$ cat src/hdl/ppghr_pkg.sv
// Package for the PPG heart-rate peak detector.
// Holds shared constants, the queue entry type and the back-end state type.
// No dependencies.
`default_nettype none

package ppghr_pkg;

   // Field widths fixed by the interface.
   localparam int SAMPLE_W  = 18;
   localparam int RATE_W    = 10;
   localparam int BPM_W     = 8;

   // Default store capacity and the depth of the front-to-back queue.
   localparam int CAPACITY_DEFAULT = 2048;
   localparam int QUEUE_DEPTH      = 4;

   // Sample rate after reset.
   localparam logic [RATE_W-1:0] RATE_RESET = 10'd100;

   // Evaluation limits.
   localparam int MIN_SAMPLES = 10;
   localparam int MIN_PEAKS   = 2;
   localparam int BPM_MIN     = 40;
   localparam int BPM_MAX     = 200;

   // Twice the seconds per minute, used for round-half-up in the rate.
   localparam int BPM_SCALE  = 120;
   localparam int RATE120_W  = 17;

   // One classified sample as it travels from the front end to the back end.
   typedef struct packed {
      logic [SAMPLE_W-1:0] value;
      logic                last;
      logic                store;
   } queue_entry_type;

   // Back-end sequencer states.
   typedef enum logic [2:0] {
      BACK_IDLE,
      BACK_START,
      BACK_WALK,
      BACK_MULT,
      BACK_DIV_GO,
      BACK_DIV_WAIT,
      BACK_DONE
   } back_state_type;

endpackage

`default_nettype wire

$ cat src/hdl/ppghr_front.sv
// Front end: accepts samples, marks which ones fit in the store, and queues them.
// Depends on ppghr_pkg.
`default_nettype none

module ppghr_front #(
   parameter int CAPACITY = 2048
) (
   input  logic                           clock,
   input  logic                           reset,
   input  logic                           push,
   output logic                           full,
   input  logic [ppghr_pkg::SAMPLE_W-1:0] sample_value,
   input  logic                           last_sample,
   output logic                           q_push,
   output ppghr_pkg::queue_entry_type     q_entry,
   input  logic                           q_full
);

   import ppghr_pkg::*;

   localparam int CNT_W = $clog2(CAPACITY + 1);

   logic [CNT_W-1:0] count_ff, count_in;
   logic             accept;
   logic             fits;

   assign full   = q_full;
   assign accept = push && !q_full;
   assign fits   = (count_ff < CNT_W'(CAPACITY));

   // Classify the sample; a sample past capacity is passed on marked as not stored.
   always_comb begin
      q_entry.value = sample_value;
      q_entry.last  = last_sample;
      q_entry.store = fits;
      q_push        = accept;
   end

   // Window fill count, cleared at each window end.
   always_comb begin
      count_in = count_ff;
      if (accept) begin
         if (last_sample) begin
            count_in = '0;
         end else if (fits) begin
            count_in = count_ff + CNT_W'(1);
         end
      end
   end

   always_ff @(posedge clock) begin
      if (reset) begin
         count_ff <= '0;
      end else begin
         count_ff <= count_in;
      end
   end

endmodule

`default_nettype wire

$ cat config.mk
export PLATFORM = sky130hd
export DESIGN_NAME = ppghr_front
export DESIGN_NICKNAME = d
export VERILOG_FILES = /design/src/hdl/ppghr_pkg.sv /design/src/hdl/ppghr_front.sv
export SDC_FILE = /design/constraint.sdc
export NUM_CORES = 1
export LEC_CHECK = 0
export ABC_CLOCK_PERIOD_IN_PS = 2100
export BUFFER_PORTS_ARGS = -buffer_cell sky130_fd_sc_hd__buf_2
export CORE_MARGIN = 2
export CORE_UTILIZATION = 41
export CTS_CLUSTER_SIZE = 16
export DETAILED_ROUTE_END_ITERATION = 10
export PLACE_DENSITY = 0.77
export SETUP_SLACK_MARGIN = 0.2
export SKIP_LAST_GASP = 1
export SLEW_MARGIN = 30
export SYNTH_ARGS = -nofsm -noshare
export SYNTH_HDL_FRONTEND = slang
export SYNTH_SLANG_ARGS = --single-unit
$ cat constraint.sdc
create_clock -name clock -period 2.1 [get_ports clock]
set_clock_uncertainty 0.05 [all_clocks]
set_input_delay 0.63 -clock clock [delete_from_list [all_inputs] [get_ports clock]]
set_output_delay 0.63 -clock clock [all_outputs]
set_load 0.03 [all_outputs]
-- After elaboration in Yosys (flattened, before gate mapping)
Cells that the tools add are included.
- bits in registers: 12
- output and inout port bits: 22
- magnitude comparators: 1
- reductions and logical operators: 4
- add/sub/neg operators: 1
- mux-type cells: 2
- operators by type and width (cell ; count):
    2-to-1 mux 12 bit ; 2
    adder 12 x 1 -> 12 bit, second input constant ; 1
    < comparator 12 bit, second input constant ; 1
    AND reduction 2 bit ; 1
    nonzero test 2 bit ; 1
    logical AND 1 bit ; 1
    logical NOT 1 bit ; 1

-- Depth between registers and ports, before layout
Gate-level depths: netlist (run 1).
- depth in word-level cells: 3
- depth in mapped cells: 6

-- Least setup slack after synthesis (run 1)
OpenSTA, ideal clock, no wires.
- kind: input -> register
- from: input port q_full
- to: register count_ff[10]
- setup time: 0.071 ns
- slack: 0.269 ns
- stages: 5
- arrival time: 1.711 ns
- path through: nand2b_4 > buf_6 > or3_4 > or3_1 > a21oi_1
- cells in the longest elaborated chain, start to end: 3
- ends and longest elaborated chain (element ; line ; text):
    start: declaration ; ppghr_front.sv:16 ; input logic q_full
    logical NOT 1 bit ; ppghr_front.sv:28 ; assign accept = push && !q_full;
    logical AND 1 bit ; ppghr_front.sv:28 ;
    AND reduction 2 bit (no source line) ; -- ;
    end signal: assignment ; ppghr_front.sv:55 ; count_ff <= count_in;
    end: declaration ; ppghr_front.sv:23 ; logic [CNT_W-1:0] count_ff, count_in;
Every way passes these cells.
A chain may end at the register's enable or synchronous reset.

-- Final worst setup path (run 1)
- from: input port q_full
- to: output port q_push
- cells in the longest elaborated chain, start to end: 2
- ends and longest elaborated chain (element ; line ; text):
    logical NOT 1 bit ; ppghr_front.sv:28 ;
    logical AND 1 bit ; ppghr_front.sv:28 ;
    end: declaration ; ppghr_front.sv:14 ; output logic q_push,
Every way passes these cells.

==> run_results.csv, run 1 <==
group,metric,value,unit
timing,tns,0,ns
synth,synth_area_leaders,"dfxtp_1, buf_4, xnor2_1, or3_1, nor2_1",
flow_run,maxCapViolCount,0,
timing,rsz0062_at_grt,"false",
pwr,power.density,666.9,nW/um^2
min_path,hp-start,"count_ff[11]",
timing,hold_viol,0,
detailed_routing,drt-initial-drc-count,17,
worst_setup_path,critical_path.reg2reg.endpoint,"count_ff[8]",
synth,synth-simple-area-share,24.41,%
timing,worst_slack,0.2768,ns
min_path,holdPathStages,2,
cells_and_area,nets,101,
worst_setup_path,r2r_slack,0.47,ns
timing,fmax,548.5,MHz
worst_setup_path,cp_max_fo,9,
synth,syn_nets,112,
pwr,p_switching,99.92,uW
min_path,min_to,"count_ff[11]",
pwr,power_frac_comb,6.8,%
pwr,p_leak,0.0002271,uW
floorplanning,die_w,46.43,um
clocking,cts_sinks,12,
synth,synth_compound_area_share,7.119,%
detailed_routing,drt-pass1-iter-count,4,
cells_and_area,insertedDiodeCount,0,
synth,yosysSeqAreaShare,32.54,%
floorplanning,io_pins,45,
pwr,p_sw_share,22.43,%
clocking,postCtsSetupBuffers,0,
detailed_routing,viasPerCell,4.881,
floorplanning,die_h,46.43,um
synth,synth_ff_type,"dfxtp_1",
placement,place_congestion,0.7047,
synth,ys_types,23,
synth,syn_area,738.2,um^2
placement,dp_hpwl,793,um
global_route,gr-usage-all-layers,11.45,%
cells_and_area,instances_no_fill,101,
global_route,grt_pass1_wl,1731,um
synth,yosys.area.top_type,"dfxtp_1",
outcome,status,"complete, no violations",
clocking,clk-insertion-delay-late,0.27,ns
floorplanning,die-area,2156,um^2
placement,dp_slack,0.1680,ns
global_route,overflow,0,
pwr,vdd_ir_drop_max,0.0004113,V
timing,finalCriticalPeriod,1.823,ns
timing,drv_slew,0,
worst_setup_path,arrival,1.14,ns
synth,yosys-mux-area-fraction,0,%
timing,worstMarginPinSlew,0.5119,ns
cells_and_area,max_flop_register,"count_ff",
pwr,seq_power_share,51.8,%
cells_and_area,reg.largest.list,"count_ff: 12 flops",
worst_setup_path,required,1.42,ns
timing,period_share,86.82,%
timing,final-setup-viol-count,0,
synth,syn_inst,88,
worst_setup_path,crit_type,"in2out",
synth,synth_enable_flop_cells,0,
floorplanning,rows,15,
clocking,cts_max_level,1,
floorplanning,core_area,1708,um^2
synth,synth-seq-cells,12,
floorplanning,start_util,43.22,%
cells_and_area,fillCellCount,173,
placement,dp_cells,97,
placement,portBuffers,8,
worst_setup_path,rr_startpoint,"count_ff[0]",
clocking,cts_buffers,3,
worst_setup_path,rr_worst_depth,5,
global_route,grt_max_degree,12,
detailed_routing,antenna_left,0,
synth,synthAdderAreaFrac,1.695,%
min_path,hp-class,"reg2reg",
cells_and_area,area_growth,-9.491,%
cells_and_area,drive_above_1_share,19.74,%
clocking,clockRootBuffer,"clkbuf_4",
clocking,cts_tree,"built",
synth,synth_area_per_cell,8.389,um^2
global_route,antenna_found_initial,0,
synth,ys_async_sr_fraction,0,%
clocking,clk_path_buf_depth,2,
synth,netlist.area_leader.share,32.54,%
detailed_routing,drcViolationCount,0,
worst_setup_path,cp-end-kind,"output port",
cells_and_area,largest_reg_flops,12,
synth,yosysWarnings,0,
clocking,cts.clk_slew.worst_paths,0.08,ns
pwr,p_int,345.6,uW
synth,synth_xor_area_share,8.305,%
detailed_routing,wire_per_inst,10.59,um
pwr,p_clk_share,41.4,%
detailed_routing,wl,1070,um
pwr,finalPower,445.6,uW
detailed_routing,via_count,493,
timing,slew_headroom,65.80,%
synth,synth_top_family_by_area,"buffers and inverters",
worst_setup_path,crit_path_start_kind,"primary input",
global_route,grt_pass1_vias,427,
==> power by group through the flow <==
stage	registers [uW]	logic, uW	clock network [uW]
2_1_floorplan	236	88.7	0
3_3_place_gp	236	28.9	0
3_5_place_dp	236	29.6	0
4_1_cts	231	30.4	186
5_1_grt	231	33.3	196
6_report	231	30.3	184
==> critical path, cell delays in order <==
cell      delay (ns)
buf_2           0.10
nand2b_4        0.17
inv_2           0.09
buf_4           0.16
==> placed cells by master, fill, tap and decap left out <==
master | Yosys | layout
inv_2 | 0 | 1
nor2_1 | 8 | 8
a21o_1 | 1 | 1
nor4_1 | 3 | 3
buf_2 | 0 | 7
or3_1 | 5 | 5
a21oi_1 | 5 | 5
nand4_1 | 1 | 1
nand2b_4 | 1 | 1
or3_4 | 1 | 1
clkbuf_8 | 0 | 1
o21ai_0 | 4 | 4
xor2_1 | 1 | 1
inv_1 | 3 | 2
nand3_1 | 3 | 3
nor2b_1 | 1 | 1
nand2_1 | 4 | 4
ha_1 | 1 | 1
clkbuf_4 | 0 | 3
nor4b_1 | 1 | 1
dfxtp_1 | 12 | 12
xnor2_1 | 6 | 6
and4_1 | 1 | 1
buf_4 | 22 | 1
nand3b_1 | 2 | 2
==> metal layers <==
metal	share of wire (%)	GRT usage (%)	wire length, um	vias to the layer above
li1	-	-	-	250
met1	44	12.97	473	221
met2	46	18.06	492	16
met3	8.2	3.529	88	6
met4	1.5	8.000	16	0
met5	0	0	0	-
==> synth_stat cells, types with 2 or more instances <==
library cell	instances
dfxtp_1	12
nor2_1	8
or3_1	5
nand2_1	4
buf_4	22
inv_1	3
o21ai_0	4
a21oi_1	5
xnor2_1	6
nor4_1	3
nand3_1	3
nand3b_1	2
==> what timing repair did <==
| action | CTS | global route |
|---|---|---|
| setup endpoints to repair | 1 | 1 |
| hold buffers | 0 | 0 |
| gates resized for setup | 1 | 1 |
| endpoints found under the hold margin | 0 | 0 |
==> how the worst max path moves through the flow <==
stage | start | endpoint | slack (ns)
6_report | q_full | q_push | 0.28
5_1_grt | q_full | q_push | 0.24
4_1_cts | q_full | q_push | 0.23
3_5_place_dp | q_full | count_ff[8] | 0.17
3_3_place_gp | q_full | count_ff[8] | 0.21
2_1_floorplan | q_full | count_ff[10] | 0.27
==> cell families after synthesis <==
logic type / Yosys count
AO/OA/AOI/OAI: 10
AND/OR/NAND/NOR: 31
adder cells (fa/ha/maj): 1
buffers and inverters: 27
flip-flops: 12
XOR/XNOR: 7
==> stage by stage <==
step / hold WS, ns / instance area, um^2 / util (%)
CTS: 0.4268 / 668.1 / 39.12
floorplan: 0.3887 / 738.2 / -
global placement: 0.4022 / 629.4 / 36.85
global route: 0.4507 / 668.1 / 39.12
finish: 0.4225 / 668.1 / 39.12
detailed placement: 0.4133 / 629.4 / 36.85
==> cell type report <==
| cell class | count | area (um^2) | area share (%) |
|---|---|---|---|
| multi-input cells | 49 | 306.5 | 45.88 |
| flip-flops and latches | 12 | 240.2 | 35.95 |
| repair buffers | 8 | 42.54 | 6.367 |
| clock buffers | 4 | 36.28 | 5.431 |
| inverters | 3 | 11.26 | 1.685 |
| well taps | 25 | 31.28 | 4.682 |
Power figures use the tool's default switching activity.
==> run 2, diff against run 1 <==
--- a/config.mk
+++ b/config.mk
@@ -5,7 +5,7 @@
 export SDC_FILE = /design/constraint.sdc
 export NUM_CORES = 1
 export LEC_CHECK = 0
-export ABC_CLOCK_PERIOD_IN_PS = 2100
+export ABC_CLOCK_PERIOD_IN_PS = 2000
 export BUFFER_PORTS_ARGS = -buffer_cell sky130_fd_sc_hd__buf_2
 export CORE_MARGIN = 2
 export CORE_UTILIZATION = 41
==> constraint.sdc (replaced) <==
create_clock -name clock -period 2 [get_ports clock]
set_clock_uncertainty 0.05 [all_clocks]
set_input_delay 0.6 -clock clock [delete_from_list [all_inputs] [get_ports clock]]
set_output_delay 0.6 -clock clock [all_outputs]
set_load 0.03 [all_outputs]
==> run 2 against run 1 <==
Critical path depth stayed put. First-iteration DRC count shrank 53%. Die area stayed put. Power rose by 5.9%. Sequential share of layout area decreased by 0.40 points. Routed wire length is 9.8% higher. Clock power grew 7%. Global-route usage up 1.5 points. Utilization up 0.44 points. Worst hold slack improved by 0.015 ns. Non-clock buffer count is 1 higher.
==> run_results.csv, run 2 (synthesis gave the netlist of run 1 again) <==
group,metric,value,unit
floorplanning,die_h,46.43,um
worst_setup_path,rr_worst_depth,5,
cells_and_area,finish.utilization,39.56,%
detailed_routing,wire_per_inst,11.52,um
detailed_routing,wl,1175,um
detailed_routing,drcViolationCount,0,
pwr,finalPower,472.0,uW
placement,portBuffers,8,
global_route,grt_pass1_wl,1904,um
global_route,grt_pass1_vias,438,
cells_and_area,multi_input_area,306.5,um^2
clocking,clk_path_buf_depth,2,
cells_and_area,reg.largest.list,"count_ff: 12 flops",
timing,slew_headroom,67.03,%
timing,hold_viol,0,
timing,fmax,567.9,MHz
cells_and_area,fillCellCount,176,
cells_and_area,insertedDiodeCount,0,
worst_setup_path,crit_type,"in2out",
clocking,cts_tree,"built",
timing,final-setup-viol-count,0,
min_path,holdPathStages,2,
timing,tns,0,ns
floorplanning,die-area,2156,um^2
cells_and_area,seq_area,240.2,um^2
floorplanning,core_area,1708,um^2
placement,dp_hpwl,898.2,um
cells_and_area,layout_commonest_cell,"dfxtp_1",
clocking,clk-insertion-delay-late,0.28,ns
detailed_routing,drt-initial-drc-count,8,
timing,whs,0.4379,ns
pwr,p_leak,0.0002340,uW
timing,worstMarginPinSlew,0.4935,ns
worst_setup_path,critical_path.reg2reg.endpoint,"count_ff[8]",
detailed_routing,drt-pass1-iter-count,4,
worst_setup_path,arrival,1.11,ns
min_path,hp-start,"count_ff[11]",
cells_and_area,nets,102,
worst_setup_path,r2r_slack,0.34,ns
floorplanning,die_w,46.43,um
clocking,clockRootBuffer,"clkbuf_4",
global_route,gr-usage-all-layers,12.97,%
timing,rsz0062_at_grt,"false",
placement,place_congestion,0.7540,
worst_setup_path,cp_max_fo,9,
cells_and_area,instances_no_fill,102,
clocking,cts_sinks,12,
timing,finalCriticalPeriod,1.761,ns
placement,dp_cells,98,
timing,drv_slew,0,
worst_setup_path,required,1.35,ns
pwr,power.density,698.7,nW/um^2
floorplanning,start_util,43.22,%
clocking,cts_max_level,1,
min_path,hp-class,"reg2reg",
cells_and_area,layout_common_cells,"dfxtp_1, nor2_1, buf_2",
clocking,ctsHoldBuffers,0,
clocking,cts.clk_slew.worst_paths,0.08,ns
worst_setup_path,crit_path_start_kind,"primary input",
floorplanning,io_pins,45,
floorplanning,rows,15,
min_path,min_to,"count_ff[11]",
detailed_routing,via_count,503,
cells_and_area,drive_above_1_share,19.48,%
detailed_routing,viasPerCell,4.931,
cells_and_area,area_growth,-8.475,%
global_route,antenna_found_initial,0,
cells_and_area,largest_reg_flops,12,
detailed_routing,antenna_left,0,
worst_setup_path,cp-end-kind,"output port",
global_route,grt_max_degree,12,
flow_run,maxCapViolCount,0,
global_route,overflow,0,
clocking,cts_buffers,3,
timing,period_share,88.04,%
cells_and_area,max_flop_register,"count_ff",
outcome,status,"complete, no violations",
worst_setup_path,rr_startpoint,"count_ff[0]",
pwr,vdd_ir_drop_max,0.0003517,V
-- run 2: cell types whose count changed in the layout (fill, tap and decap cells not counted) --
cell,delta
buf_4,+1
inv_1,+1
inv_2,-1
-- run 2: report_power, final --
group	switching [uW]	internal, uW
Combinational	20.4	12.7
Clock	85.6	111
Sequential	1.95	241
Total	108	364
-- run 2: what timing repair did --
action,CTS,global route
setup endpoints to repair,0,1
gates resized for setup,0,2
buffers inserted,0,0
-- run 2: worst max path at each step --
stage,from,endpoint,slack (ns)
after floorplan,q_full,count_ff[9],0.21
after global placement,q_full,count_ff[9],0.15
after detailed placement,q_full,count_ff[8],0.09
after CTS,q_full,q_push,0.20
after global routing,q_full,q_push,0.21
final,q_full,q_push,0.24
-- run 2: metal layers --
metal | GRT usage [%] | up-vias | part of all wire [%]
met5 | 0 | - | 0
met4 | 10.86 | 0 | 3.2
met3 | 3.529 | 6 | 6.2
met2 | 18.06 | 18 | 48
met1 | 16.27 | 227 | 42
li1 | - | 252 | -
-- run 2: layout make-up --
class                      instances  share of cell area (%)
multi-input combinational         49                   45.37
sequential                        12                   35.56
timing repair buffer               9                   7.407
clock buffer                       4                   5.370
tap                               25                   4.630
inverter                           3                   1.667
-- run 2: worst max-delay path: stages --
cell and delay (ns):
buf_2 0.10, nand2b_4 0.16, inv_1 0.09, buf_4 0.16
-- run 2: metrics by stage --
stage	worst slack [ns]	instance area, um^2
finish	0.2393	675.6
global route	0.2101	675.6
CTS	0.2031	673.1
detailed placement	0.09431	636.9
global placement	0.1501	636.9
floorplan	0.2133	738.2
