## src/hdl/ppghr_fifo.sv

```systemverilog
// Small register queue between the front end and the back end.
// No dependencies.
`default_nettype none

module ppghr_fifo #(
   parameter int WIDTH = 20,
   parameter int DEPTH = 4
) (
   input  logic             clock,
   input  logic             reset,
   input  logic             push,
   input  logic [WIDTH-1:0] wr_data,
   output logic             full,
   input  logic             pop,
   output logic [WIDTH-1:0] rd_data,
   output logic             empty
);

   localparam int PW = (DEPTH > 1) ? $clog2(DEPTH) : 1;
   localparam int CW = $clog2(DEPTH + 1);

   logic [WIDTH-1:0] slot_ff [DEPTH];
   logic [PW-1:0]    wr_ptr_ff, wr_ptr_in;
   logic [PW-1:0]    rd_ptr_ff, rd_ptr_in;
   logic [CW-1:0]    count_ff, count_in;
   logic             do_push, do_pop;

   assign full    = (count_ff == CW'(DEPTH));
   assign empty   = (count_ff == '0);
   assign do_push = push && !full;
   assign do_pop  = pop && !empty;
   assign rd_data = slot_ff[rd_ptr_ff];

   // Pointer and fill count update with explicit wrap.
   always_comb begin
      wr_ptr_in = wr_ptr_ff;
      rd_ptr_in = rd_ptr_ff;
      count_in  = count_ff;
      if (do_push) begin
         wr_ptr_in = (wr_ptr_ff == PW'(DEPTH - 1)) ? '0 : wr_ptr_ff + PW'(1);
      end
      if (do_pop) begin
         rd_ptr_in = (rd_ptr_ff == PW'(DEPTH - 1)) ? '0 : rd_ptr_ff + PW'(1);
      end
      if (do_push && !do_pop) begin
         count_in = count_ff + CW'(1);
      end else if (do_pop && !do_push) begin
         count_in = count_ff - CW'(1);
      end
   end

   always_ff @(posedge clock) begin
      if (reset) begin
         wr_ptr_ff <= '0;
         rd_ptr_ff <= '0;
         count_ff  <= '0;
      end else begin
         wr_ptr_ff <= wr_ptr_in;
         rd_ptr_ff <= rd_ptr_in;
         count_ff  <= count_in;
      end
   end

   // Entry storage.
   always_ff @(posedge clock) begin
      if (do_push) begin
         slot_ff[wr_ptr_ff] <= wr_data;
      end
   end

endmodule

`default_nettype wire

```

## config.mk

```make
export PLATFORM = sky130hd
export DESIGN_NAME = ppghr_fifo
export DESIGN_NICKNAME = d
export VERILOG_FILES = /design/src/hdl/ppghr_fifo.sv
export SDC_FILE = /design/constraint.sdc
export NUM_CORES = 1
export LEC_CHECK = 0
export ABC_CLOCK_PERIOD_IN_PS = 3300
export BUFFER_PORTS_ARGS = -buffer_cell sky130_fd_sc_hd__buf_2
export CAP_MARGIN = 20
export CORE_MARGIN = 10
export CORE_UTILIZATION = 25
export DETAILED_ROUTE_END_ITERATION = 10
export GPL_TIMING_DRIVEN = 0
export HOLD_SLACK_MARGIN = 0.06
export PLACE_DENSITY = 0.41
export SLEW_MARGIN = 0
export SYNTH_ARGS = -nofsm -noshare
export SYNTH_HDL_FRONTEND = slang
export SYNTH_SLANG_ARGS = --single-unit
```

## constraint.sdc

```tcl
create_clock -name clock -period 3.3 [get_ports clock]
set_clock_uncertainty 0.15 [all_clocks]
set_input_delay 0.495 -clock clock [delete_from_list [all_inputs] [get_ports clock]]
set_output_delay 0.495 -clock clock [all_outputs]
set_load 0.01 [all_outputs]
```

# [Word-level counts from Yosys, hierarchy flattened]
# Memories as Yosys holds them, arrays and structs flattened. A register that Yosys moved wholly into a read port is not among the register bits.
# Index checks and enable logic that the tools add are counted.
[totals] ff_bits=7 mem_bits_rw=80 input_bits=24 out_inout_bits=22 elab_cells=29 memories=1
[classes] addsub=4 eq_ne=3 n_mux=8 reduce_logical=10
[mem_list] name="slot_ff" words=4 word_bits=20 rd=1 rd_clocked_by_memory_dff=1 write_ports=1 line_no="22" source="logic [WIDTH-1:0] slot_ff [DEPTH];"
[ops] operator="$mux 2" n=4
[ops] operator="$mux 3" n=2
[ops] operator="$add 2x1->2 const B" n=2
[ops] operator="$eq 2x2->1 const B" n=2
[ops] operator="$logic_and 1x1->1" n=4
[ops] operator="$logic_not 1->1" n=4
[ops] operator="$add 3x1->3 const B" n=1
[ops] operator="$eq 3x3->1 const B" n=1
[ops] operator="$logic_not 3->1" n=1
[ops] operator="$sub 3x1->3 const B" n=1
[ops] operator="$mux 1" n=2
[ops] operator="$reduce_bool 2->1" n=1

# [Longest topological paths before layout]
# Gate-level depths: netlist of the first run.
[depth] word_depth=7 ltp_mapped=10 depth_no_buf=9

# [Worst setup path after synthesis of the first run]
# OpenSTA, ideal clock, no wires.
[synth_timing] kind="reg2reg" start="reg count_ff[0]" end="reg count_ff[2]" t_arrival_ns=2.103 required_time_ns=3.080 slack_ns=0.976 stages_incl_launch_ff=11 n_path_buf=1 path_cell_list="dfxtp_1 > or3b_1 > buf_6 > clkinv_4 > nor2_2 > ha_1 > inv_1 > fa_1 > xor2_1 > or3_2 > a21oi_1"
[synth_via] elab_chain_cells=6
[synth_lines] element="start, declared" line_no="25" source="logic [CW-1:0] count_ff, count_in;"
[synth_lines] element="start signal, assigned" line_no="60" source="count_ff <= count_in;"
[synth_lines] element="$eq 3x3->1 (*)" line_no="28" source="assign full = (count_ff == CW'(DEPTH));"
[synth_lines] element="via full" line_no="13" source="output logic full,"
[synth_lines] element="$logic_not 1->1 (*)" line_no="30" source="assign do_push = push && !full;"
[synth_lines] element="$logic_and 1x1->1 (*)" line_no="30"
[synth_lines] element="via do_push" line_no="26" source="logic do_push, do_pop;"
[synth_lines] element="$logic_not 1->1" line_no="47" source="end else if (do_pop && !do_push) begin"
[synth_lines] element="$logic_and 1x1->1" line_no="47"
[synth_lines] element="$reduce_bool 2->1 (no source line)"
# The timed path passes the listed nets; every way through them passes the cells marked *. The select of a mux whose other input is x is not followed.
# A chain may end at the register's enable or synchronous reset.

# [Final worst setup path of the first run]
[layout_timing] start="reg count_ff[0]" end="reg count_ff[2]"
[layout_via] elab_chain_cells=6
[layout_lines] element="$eq 3x3->1 (*)" line_no="28"
[layout_lines] element="$logic_not 1->1 (*)" line_no="30"
[layout_lines] element="$logic_and 1x1->1 (*)" line_no="30"
[layout_lines] element="via do_push" line_no="26"
[layout_lines] element="$logic_not 1->1" line_no="47"
[layout_lines] element="$logic_and 1x1->1" line_no="47"
[layout_lines] element="$reduce_bool 2->1 (no source line)"
# Marked as above.

==> impl_metrics.py, run 1 <==
metrics = {
    "setup_path": {
        "endpoint_kind": "register",
        "cp.buffers_inverters": 3,
        "timing.critical_path.from_type": "register",
        "criticalPathCategory": "reg2reg",
        "timing.critical_path.slowest_cell_delay_ps": 450,
        "critPathArrivalTime_ps": 2590,
        "cp_cell_sequence": "or3b_1, buf_6, clkinv_4, nor2_2, ha_1, inv_1, fa_1, xor2_1, or3_2, a21oi_1",
        "worstPathMaxFanout": 7,
        "cp_slowest_cell": "dfxtp_1",
        "cp.required_ps": 3410,
        "cell_family_with_the_largest_share_of_critical_path_delay": "simple AND/OR/NAND/NOR gates",
    },
    "routing": {
        "drt_first_pass_iters": 4,
        "drcViolationCount": 0,
        "wl_per_cell_um": 16.9,
        "dr.first_iter.drc_count": 41,
        "wirelength_um": 6580,
        "route.detailed.vias_per_inst": 4.03,
        "num_vias": 1568,
        "drt.antenna.violating_nets": 0,
    },
    "timing": {
        "tns_ps": 0,
        "period_share_pct": 75.1,
        "slew-limit-headroom_pct": 53.2,
        "min_period_ps": 2480,
        "timing_max_transition_violations_final": 0,
        "finalHoldViolations": 0,
        "worst-slew-pin-transition_ps": 703,
        "setup_violations": 0,
        "finalHoldWorstSlack_ps": 223,
        "max_freq_mhz": 404,
        "grt_setup_unrepaired": "no",
    },
    "yosys": {
        "synth.yosys.seq_area_share_pct": 76.7,
        "synth_area_leader_cell": "edfxtp_1",
        "ys_warnings": 0,
        "yosys_register_bits": 89,
        "synthDominantCellAreaShare_pct": 71.4,
        "synthTopCellsByArea": "edfxtp_1 (71%), mux4_2 (13%), dfxtp_1 (5.4%), ha_1 (2.2%), and3_2 (0.89%)",
        "syn_std_cell_area_um2": 3370,
        "synth.net_count": 185,
        "mean_instance_size_in_the_synthesized_netlist_um2": 21.9,
        "synth_cell_type_count": 25,
        "number_of_cells_produced_by_synthesis": 154,
    },
    "grt": {
        "grt_pass1_wl_um": 10300,
        "largest_net_degree_at_the_start_of_global_routing": 21,
        "number_of_antenna_violations_at_the_first_check_in_global_routing": 1,
        "gr-total-overflow": 0,
        "grt_pass1_vias": 1772,
        "grt_util_overall_pct": 7.61,
    },
    "flow_run": {
        "cap_viol_max_count": 0,
    },
    "die": {
        "starting_density_of_the_core_pct": 25.5,
        "num_rows": 42,
        "ioPinCount": 46,
        "die_x_um": 136,
        "die_h_um": 136,
        "coreArea_um2": 13200,
        "design.die.area_um2": 18500,
    },
    "cells_and_area": {
        "final_layout_size_suffix_gt1_share_pct": 42.0,
        "area_growth_from_synthesis_to_final_layout_pct": 20.9,
        "nFillCells": 1276,
        "most_common_cell_after_layout_fill_and_taps_aside": "edfxtp_1",
        "finalNetCount": 240,
        "most-common-layout-cells": "edfxtp_1 (80), buf_2 (46), mux4_2 (20), dfxtp_1 (9), clkbuf_16 (9)",
    },
    "power_and_ir_drop": {
        "intPower_mw": 2.18,
        "power.static_leakage_nw": 1.38,
        "p_sw_share_pct": 26.7,
        "power-per-cell-area_nw_per_um2": 732,
        "peakVddDrop_mv": 0.310,
        "report.power.total_mw": 2.98,
        "power.sequential.fraction_pct": 47.6,
        "total_switching_power_mw": 0.795,
        "share_comb_of_total_power_pct": 22.3,
        "clock_power_share_pct": 30.1,
    },
    "clock_tree": {
        "cts_htree_levels": 3,
        "clkLatencyLatePin_ps": 330,
        "cts.reportedPaths.clkPinSlew_ps": 60,
        "clock_sink_count": 89,
        "cts_resized": 0,
        "clock_path_buffers": 2,
        "cts.repair_timing.setup_buffer_count": 0,
        "holdBufCountCts": 0,
        "cts_tree": "done",
        "tritoncts.num_buffers": 9,
        "cts_root_buffer": "clkbuf_16",
    },
    "placed_design": {
        "dp_hpwl_um": 4300,
        "gp_congestion": 0.678,
        "count_of_buffers_from_port_buffering": 44,
    },
    "status": {
        "outcome": "completed",
    },
    "worst_hold_path": {
        "worst_hold_path_type": "in2reg",
    },
}
Yosys cell counts:
cell type   n
a21oi_1     3
and3_2      4
buf_2       2
buf_6       1
clkbuf_1    3
clkinv_4    1
dfxtp_1     9
edfxtp_1   80
fa_1        1
ha_1        6
inv_1       4
mux2i_1     2
mux4_2     20
nand2_1     1
nand3_1     2
nor2_1      3
nor2_2      1
nor3_1      2
o21ai_0     1
o21ai_1     1
o31ai_2     2
or3_1       1
or3_2       1
or3b_1      1
xor2_1      2
cell families (layout without fill, tap and decap cells):
kind of cell	after synthesis	in the layout	synth area share, %
AO/OA/AOI/OAI	7	7	1.49
XOR/XNOR	2	2	0.521
adder cells (fa/ha/maj)	7	7	2.83
buffers and inverters	11	69	1.67
flip-flops	89	89	76.7
multiplexers	22	22	14.0
other	0	1	0
AND/OR/NAND/NOR	16	16	2.79
power groups by stage:
stage / Clock (mW) / Sequential (mW) / Combinational [mW]
2_1_floorplan: 0 / 1.43 / 0.454
3_3_place_gp: 0 / 1.44 / 0.696
3_5_place_dp: 0 / 1.44 / 0.699
4_1_cts: 0.928 / 1.42 / 0.700
5_1_grt: 0.974 / 1.43 / 0.751
6_report: 0.896 / 1.42 / 0.665
worst register-to-register path, stage by stage (launching register included):
cell	delay, ps
dfxtp_1	450
or3b_1	160
buf_6	120
clkinv_4	50
nor2_2	130
ha_1	210
inv_1	60
fa_1	370
xor2_1	160
or3_2	410
a21oi_1	140
per-stage QoR:
stage                     utilization [%]  cell area, µm²  std cells  worst slack [ps]
after floorplan                         -            3370        154               976
after global placement               28.9            3810        374               814
after detailed placement             28.9            3810        374               820
after CTS                            30.8            4070        388               797
after global routing                 30.8            4070        388               646
final                                30.8            4070        389               822
path summary, 6_finish.rpt:
kind                      from             to  slack, ps  depth (start not counted)
setup / recovery   count_ff[0]    count_ff[2]        820                         10
hold / removal      wr_data[1]  slot_ff[1][1]        220                          1
setup reg to reg   count_ff[0]    count_ff[2]        820                         10
hold reg to reg   rd_ptr_ff[0]   rd_ptr_ff[0]        360                          2
area by class of cell:
class	instances	area, µm²	share of cell area (%)
repair buffers	44	220	5.41
inverters	5	23.8	0.584
plain buffers	6	32.5	0.800
clock inverters	5	33.8	0.831
multi-input cells	54	727	17.9
clock buffers	9	225	5.54
diodes	1	2.50	0.0615
flip-flops and latches	89	2580	63.5
well taps	176	220	5.41
state kept, by name, indices dropped and copies added (netlist names), named ones only:
register and cells:
wr_ptr_ff 2, rd_ptr_ff 2, count_ff 3, slot_ff 80
per-layer routing:
metal | routed length, µm | global-route usage, % | vias up
met1 | 2800 | 8.52 | 789
met4 | 138 | 3.73 | 0
met3 | 361 | 2.95 | 14
li1 | - | - | 734
met5 | 0 | 0 | -
met2 | 3280 | 12.4 | 31
(Power assumes the default switching activity.)
==> run 2, diff against run 1 <==
--- a/config.mk
+++ b/config.mk
@@ -5,7 +5,7 @@
 export SDC_FILE = /design/constraint.sdc
 export NUM_CORES = 1
 export LEC_CHECK = 0
-export ABC_CLOCK_PERIOD_IN_PS = 3300
+export ABC_CLOCK_PERIOD_IN_PS = 2100
 export BUFFER_PORTS_ARGS = -buffer_cell sky130_fd_sc_hd__buf_2
 export CAP_MARGIN = 20
 export CORE_MARGIN = 10
@@ -13,7 +13,7 @@
 export DETAILED_ROUTE_END_ITERATION = 10
 export GPL_TIMING_DRIVEN = 0
 export HOLD_SLACK_MARGIN = 0.06
-export PLACE_DENSITY = 0.41
+export PLACE_DENSITY = 0.43
 export SLEW_MARGIN = 0
 export SYNTH_ARGS = -nofsm -noshare
 export SYNTH_HDL_FRONTEND = slang
==> constraint.sdc (replaced) <==
create_clock -name clock -period 2.1 [get_ports clock]
set_clock_uncertainty 0.15 [all_clocks]
set_input_delay 0.315 -clock clock [delete_from_list [all_inputs] [get_ports clock]]
set_output_delay 0.315 -clock clock [all_outputs]
set_load 0.01 [all_outputs]
==> run 2 against run 1 <==
The flow now finishes with violations (setup timing). Fmax grew 18%. Global-route usage grew 0.069 points. Combinational power grew 88%. Worst hold slack lost 140 ps. Setup slack lost 830 ps. Register-to-register slack lost 830 ps. Sequential share of layout area shrank 4.5 points. Final cell count grew 6.7%. Sequential power grew 58%. Non-clock buffer count grew 26. Sequential cell count is the same. First-iteration DRC count grew 76%. Critical path type unchanged. Largest power group unchanged.
==> impl_metrics.py, run 2 (synthesis results as in run 1) <==
metrics = {
    "status": {
        "outcome": "finished, violations left",
        "violations_in_the_final_reports": "setup timing",
    },
    "setup_path": {
        "critPathArrivalTime_ps": 2220,
        "endpoint_kind": "register",
        "cp_slowest_cell": "dfxtp_4",
        "rr_startpoint": "count_ff[2]",
        "timing.critical_path.from_type": "register",
        "timing.critical_path.slowest_cell_delay_ps": 360,
        "cp-startpoint": "count_ff[2]",
        "cp.required_ps": 2210,
        "worstPathMaxFanout": 5,
        "r2r.worst_path.cells": 10,
        "regToRegSetupSlack_ps": -7,
        "timing.rr.end": "count_ff[2]",
        "cp_cell_sequence": "or3b_1, buf_6, inv_8, nor2_4, ha_4, inv_2, fa_2, xor2_1, or3_4, a21oi_2",
        "criticalPathCategory": "reg2reg",
        "critical_path_capture_point": "count_ff[2]",
    },
    "cells_and_area": {
        "regs_by_ff_count": "slot_ff (80), count_ff (3)",
        "largest_reg_flops": 80,
        "final_layout_size_suffix_gt1_share_pct": 43.9,
        "finalNetCount": 266,
        "most-common-layout-cells": "edfxtp_1 (80), buf_2 (44), mux4_2 (20), dlygate4sd3_1 (19), clkbuf_16 (9)",
        "n_antenna_cell": 0,
        "most_common_cell_after_layout_fill_and_taps_aside": "edfxtp_1",
        "area_growth_from_synthesis_to_final_layout_pct": 30.8,
        "register_with_the_highest_flop_count": "slot_ff",
        "finish.cell_count_without_fillers": 415,
    },
    "routing": {
        "drt.antenna.violating_nets": 0,
        "num_vias": 1673,
        "route.detailed.vias_per_inst": 4.03,
        "drcViolationCount": 0,
        "wl_per_cell_um": 15.7,
        "wirelength_um": 6530,
        "drt_first_pass_iters": 4,
        "dr.first_iter.drc_count": 72,
    },
    "timing": {
        "timing_max_transition_violations_final": 0,
        "period_share_pct": 100,
        "setup_violations": 1,
        "finalHoldWorstSlack_ps": 82.6,
        "max_freq_mhz": 475,
        "grt_setup_unrepaired": "yes",
        "min_period_ps": 2110,
        "slew-limit-headroom_pct": 70.6,
        "worst-slew-pin-transition_ps": 441,
        "finalHoldViolations": 0,
        "timing.final.ws_setup_ps": -7.14,
    },
    "grt": {
        "grt_pass1_wl_um": 10400,
        "gr-total-overflow": 0,
        "largest_net_degree_at_the_start_of_global_routing": 21,
        "grt_util_overall_pct": 7.68,
        "number_of_antenna_violations_at_the_first_check_in_global_routing": 0,
        "grt_pass1_vias": 1867,
    },
    "flow_run": {
        "cap_viol_max_count": 0,
    },
    "power_and_ir_drop": {
        "clock_power_share_pct": 28.4,
        "report.power.total_mw": 4.88,
        "power.sequential.fraction_pct": 46.0,
        "peakVddDrop_mv": 0.374,
        "share_comb_of_total_power_pct": 25.6,
        "power.static_leakage_nw": 1.51,
        "p_sw_share_pct": 26.2,
        "power-per-cell-area_nw_per_um2": 1110,
        "intPower_mw": 3.60,
        "total_switching_power_mw": 1.28,
    },
    "die": {
        "starting_density_of_the_core_pct": 25.5,
        "coreArea_um2": 13200,
        "ioPinCount": 46,
        "die_x_um": 136,
        "design.die.area_um2": 18500,
        "num_rows": 42,
        "die_h_um": 136,
    },
    "clock_tree": {
        "cts.reportedPaths.clkPinSlew_ps": 60,
        "cts_htree_levels": 3,
        "clock_path_buffers": 2,
        "cts_tree": "done",
        "clock_sink_count": 89,
        "cts_root_buffer": "clkbuf_16",
        "clkLatencyLatePin_ps": 330,
        "tritoncts.num_buffers": 9,
    },
    "placed_design": {
        "gp_congestion": 0.663,
        "placed_cells": 374,
        "count_of_buffers_from_port_buffering": 44,
        "dp_hpwl_um": 4160,
    },
    "worst_hold_path": {
        "hold_path_startpoint": "wr_data[12]",
        "worst_hold_path_type": "in2reg",
    },
}
-- run 2: cell count changes in the layout (fill, tap and decap cells not counted), moves of 3 or more --
cell           previous run  this run
dfxtp_4                   0         3
dlygate4sd3_1             0        19
and3_4                    0         4
and3_2                    4         0
buf_4                     0         7
dfxtp_1                   9         5
-- run 2: layout make-up --
type                            count  area (µm²)
Buffer                              6        65.1
Clock buffer                       11         233
Clock inverter                      4        21.3
Inverter                            5        26.3
Sequential cell                    89        2590
Timing Repair Buffer               70         463
Fill cell                        1259        8790
Multi-Input combinational cell     54         778
Tap cell                          176         220
-- run 2: worst min path at each step --
stage	endpoint	slack [ps]	cells past startpoint
2_1_floorplan	slot_ff[0][0]	260	0
3_3_place_gp	rd_ptr_ff[0]	340	2
3_5_place_dp	register	340	2
4_1_cts	slot_ff[2][12]	70	1
5_1_grt	slot_ff[2][12]	70	1
6_report	slot_ff[0][12]	80	1
-- run 2: timing repair --
| action | 4_1_cts | 5_1_grt |
|---|---|---|
| hold endpoints to repair | 76 | 0 |
| resized for setup | 8 | 12 |
| endpoints found under the setup margin | 22 | 22 |
| hold buffers | 19 | 0 |
| setup buffers | 3 | 4 |
| pin swaps | 3 | 1 |
-- run 2: metrics by stage --
stage	worst slack (ps)	util, %	TNS, ps	instance area, µm²
floorplan	-51.0	-	-51.0	3390
global placement	-171	29.0	-177	3830
detailed placement	-198	29.0	-201	3830
CTS	-44.8	32.8	-217	4330
global route	-95.2	33.4	-109	4400
finish	-7.14	33.4	-7.14	4400
-- run 2: power groups by stage --
stage                     clock (mW)  sequential [mW]  combinational, mW
after global routing            1.51             2.26               1.38
after floorplan                    0             2.25              0.735
final                           1.38             2.24               1.25
after global placement             0             2.27               1.12
after CTS                       1.44             2.25               1.21
after detailed placement           0             2.27               1.12
-- run 2: critical path, delay by kind of cell, from the launching register on --
| family | cells | cell delay (ps) |
|---|---|---|
| AOI/OAI and AO/OA | 1 | 100 |
| xor gates and xnor gates | 1 | 150 |
| adders and majority gates | 2 | 480 |
| buffers and inverters | 3 | 180 |
| DFF | 1 | 360 |
| and+or+nand+nor | 3 | 600 |
-- run 2: layer usage --
| metal | GRT usage, % | part of all wire (%) | vias to the layer above |
|---|---|---|---|
| met5 | 0 | 0 | - |
| met4 | 3.02 | 1.5 | 0 |
| met3 | 3.62 | 6.8 | 10 |
| met2 | 12.1 | 50 | 38 |
| met1 | 8.84 | 42 | 838 |
| li1 | - | - | 787 |
==> run 3, diff against run 2 <==
--- a/config.mk
+++ b/config.mk
@@ -6,14 +6,14 @@
 export NUM_CORES = 1
 export LEC_CHECK = 0
 export ABC_CLOCK_PERIOD_IN_PS = 2100
-export BUFFER_PORTS_ARGS = -buffer_cell sky130_fd_sc_hd__buf_2
+export BUFFER_PORTS_ARGS = -buffer_cell sky130_fd_sc_hd__buf_4
 export CAP_MARGIN = 20
 export CORE_MARGIN = 10
-export CORE_UTILIZATION = 25
+export CORE_UTILIZATION = 50
 export DETAILED_ROUTE_END_ITERATION = 10
 export GPL_TIMING_DRIVEN = 0
 export HOLD_SLACK_MARGIN = 0.06
-export PLACE_DENSITY = 0.43
+export PLACE_DENSITY = 0.74
 export SLEW_MARGIN = 0
 export SYNTH_ARGS = -nofsm -noshare
 export SYNTH_HDL_FRONTEND = slang
==> run 3 against run 2 <==
The flow still finishes with violations (setup timing). Routed wire length fell by 9.2%. First-iteration DRC count rose by 15%. Via count rose by 0.84%. Setup slack got worse by 7.3 ps. Worst hold slack improved by 29 ps. Clock-buffer cell count fell by 2. Final cell count fell by 24%. Combinational power rose by 3%. Global-route usage rose by 4.5 points. Clock power fell by 8%. Fmax fell by 0.35%. Register-to-register slack barely moved. Largest cell class unchanged. Highest routed layer unchanged.
==> impl_metrics.py, run 3 (synthesis results as in run 1) <==
metrics = {
    "status": {
        "outcome": "finished, violations left",
        "violations_in_the_final_reports": "setup timing",
    },
    "routing": {
        "wirelength_um": 5930,
        "drt_first_pass_iters": 5,
        "drcViolationCount": 0,
        "num_vias": 1687,
        "dr.first_iter.drc_count": 83,
        "route.detailed.vias_per_inst": 5.32,
        "wl_per_cell_um": 18.7,
        "drt.antenna.violating_nets": 0,
    },
    "die": {
        "starting_density_of_the_core_pct": 52.1,
        "ioPinCount": 46,
        "design.die.area_um2": 10400,
        "die_x_um": 102,
        "coreArea_um2": 6460,
        "die_h_um": 102,
        "num_rows": 29,
    },
    "setup_path": {
        "timing.critical_path.slowest_cell_delay_ps": 350,
        "cp_slowest_cell": "dfxtp_4",
        "cp_cell_sequence": "or3b_4, clkinv_4, nor2_4, ha_4, inv_2, fa_2, xor2_1, or3_4, a21oi_2",
        "timing.critical_path.from_type": "register",
        "criticalPathCategory": "reg2reg",
        "cell_family_with_the_largest_share_of_critical_path_delay": "simple AND/OR/NAND/NOR gates",
        "critical_path_capture_point": "count_ff[2]",
        "timing.rr.end": "count_ff[2]",
        "worstPathMaxFanout": 2,
        "cp.required_ps": 2220,
        "critPathArrivalTime_ps": 2230,
        "r2r.worst_path.cells": 9,
        "critical_path_stages": 9,
        "rr_startpoint": "count_ff[2]",
        "cp.buffers_inverters": 2,
        "endpoint_kind": "register",
        "regToRegSetupSlack_ps": -10,
        "cp-startpoint": "count_ff[2]",
    },
    "grt": {
        "gr-total-overflow": 0,
        "grt_pass1_wl_um": 9480,
        "grt_pass1_vias": 1838,
        "largest_net_degree_at_the_start_of_global_routing": 21,
        "number_of_antenna_violations_at_the_first_check_in_global_routing": 0,
        "grt_util_overall_pct": 12.2,
    },
    "timing": {
        "tns_ps": -14.5,
        "finalHoldViolations": 0,
        "slew-limit-headroom_pct": 64.2,
        "max_freq_mhz": 473,
        "setup_violations": 1,
        "period_share_pct": 101,
        "worst-slew-pin-transition_ps": 536,
        "min_period_ps": 2110,
        "timing.final.ws_setup_ps": -14.5,
        "grt_setup_unrepaired": "yes",
        "timing_max_transition_violations_final": 0,
    },
    "cells_and_area": {
        "nFillCells": 423,
        "finalNetCount": 266,
        "most-common-layout-cells": "edfxtp_1 (80), buf_4 (52), mux4_2 (20), dlygate4sd3_1 (20), clkbuf_8 (9)",
        "area_growth_from_synthesis_to_final_layout_pct": 28.3,
        "register_with_the_highest_flop_count": "slot_ff",
        "n_antenna_cell": 0,
        "multiInputGateArea_um2": 766,
        "final_layout_size_suffix_gt1_share_pct": 45.0,
        "regs_by_ff_count": "slot_ff (80), count_ff (3)",
        "finish.cell_count_without_fillers": 317,
        "largest_reg_flops": 80,
        "most_common_cell_after_layout_fill_and_taps_aside": "edfxtp_1",
        "ff_latch_area_um2": 2590,
    },
    "clock_tree": {
        "cts.reportedPaths.clkPinSlew_ps": 80,
        "clock_path_buffers": 2,
        "cts_htree_levels": 3,
        "tritoncts.num_buffers": 9,
        "cts_root_buffer": "clkbuf_8",
        "cts_tree": "done",
        "clock_sink_count": 89,
        "clkLatencyLatePin_ps": 340,
    },
    "power_and_ir_drop": {
        "peakVddDrop_mv": 0.736,
        "power.static_leakage_nw": 1.53,
        "power-per-cell-area_nw_per_um2": 1110,
        "report.power.total_mw": 4.80,
    },
    "placed_design": {
        "dp_hpwl_um": 3960,
        "count_of_buffers_from_port_buffering": 44,
        "placed_cells": 275,
        "pre_cts_ws_ps": -216,
        "gp_congestion": 0.693,
    },
    "worst_hold_path": {
        "worst_hold_path_type": "in2reg",
        "min_delay_path_depth": 3,
    },
    "flow_run": {
        "cap_viol_max_count": 0,
    },
}
==> run 3: cell types whose count changed in the layout (fill, tap and decap cells not counted), sizes merged <==
cell	before	now
bufinv	0	2
clkbuf	14	12
inv	5	7
buf	54	53
clkinv	3	2
dlygate4sd3	19	20
==> run 3: worst register-to-register path, stage by stage (launching register included) <==
cell and delay [ps]:
dfxtp_4 350, or3b_4 250, clkinv_4 60, nor2_4 130, ha_4 150, inv_2 30
fa_2 320, xor2_1 160, or3_4 330, a21oi_2 120
==> run 3: metrics by stage <==
step | util [%] | instance area [µm²] | hold WS (ps)
after floorplan | - | 3390 | 264
after global placement | 59.1 | 3810 | 320
after detailed placement | 59.1 | 3810 | 350
after CTS | 66.7 | 4310 | 96.5
after global routing | 66.9 | 4320 | 142
final | 66.9 | 4320 | 112
==> run 3: power breakdown <==
part / internal [mW] / switching (mW) / leakage (nW)
Sequential: 2.16 / 0.0887 / 0.809
Combinational: 0.705 / 0.581 / 0.614
Clock: 0.680 / 0.586 / 0.111
==> run 3: layer usage <==
layer	share of wire, %	up-vias	global-route usage, %	wire, µm
li1	-	790	-	-
met1	40	843	13.9	2350
met2	55	46	20.9	3240
met3	4.6	8	3.31	270
met4	1.2	0	5.75	70
met5	0	-	0	0
==> run 3: worst min-delay path by stage <==
stage | slack (ps) | start | endpoint
2_1_floorplan | 260 | wr_data[0] | slot_ff[0][0]
3_3_place_gp | 320 | rd_ptr_ff[0] | rd_ptr_ff[0]
3_5_place_dp | 350 | rd_ptr_ff[0] | register
4_1_cts | 100 | push | wr_ptr_ff[0]
5_1_grt | 140 | push | wr_ptr_ff[1]
6_report | 110 | push | wr_ptr_ff[0]
==> run 3: cell type report <==
class                   count  share of cell area, %
repair buffers             71                   13.6
clock buffers               9                   2.87
flip-flops and latches     89                   60.1
inverters                   5                  0.551
multi-input cells          54                   17.7
well taps                  77                   2.23
clock inverters             7                   2.29
plain buffers               5                  0.666
==> run 3: what timing repair did <==
item / in CTS / in global routing
hold buffers: 20 / 0
buffers inserted: 6 / 1
setup endpoints to repair: 22 / 22
gates resized for setup: 10 / 0
hold endpoints to repair: 80 / 0
pin swaps: 6 / 2
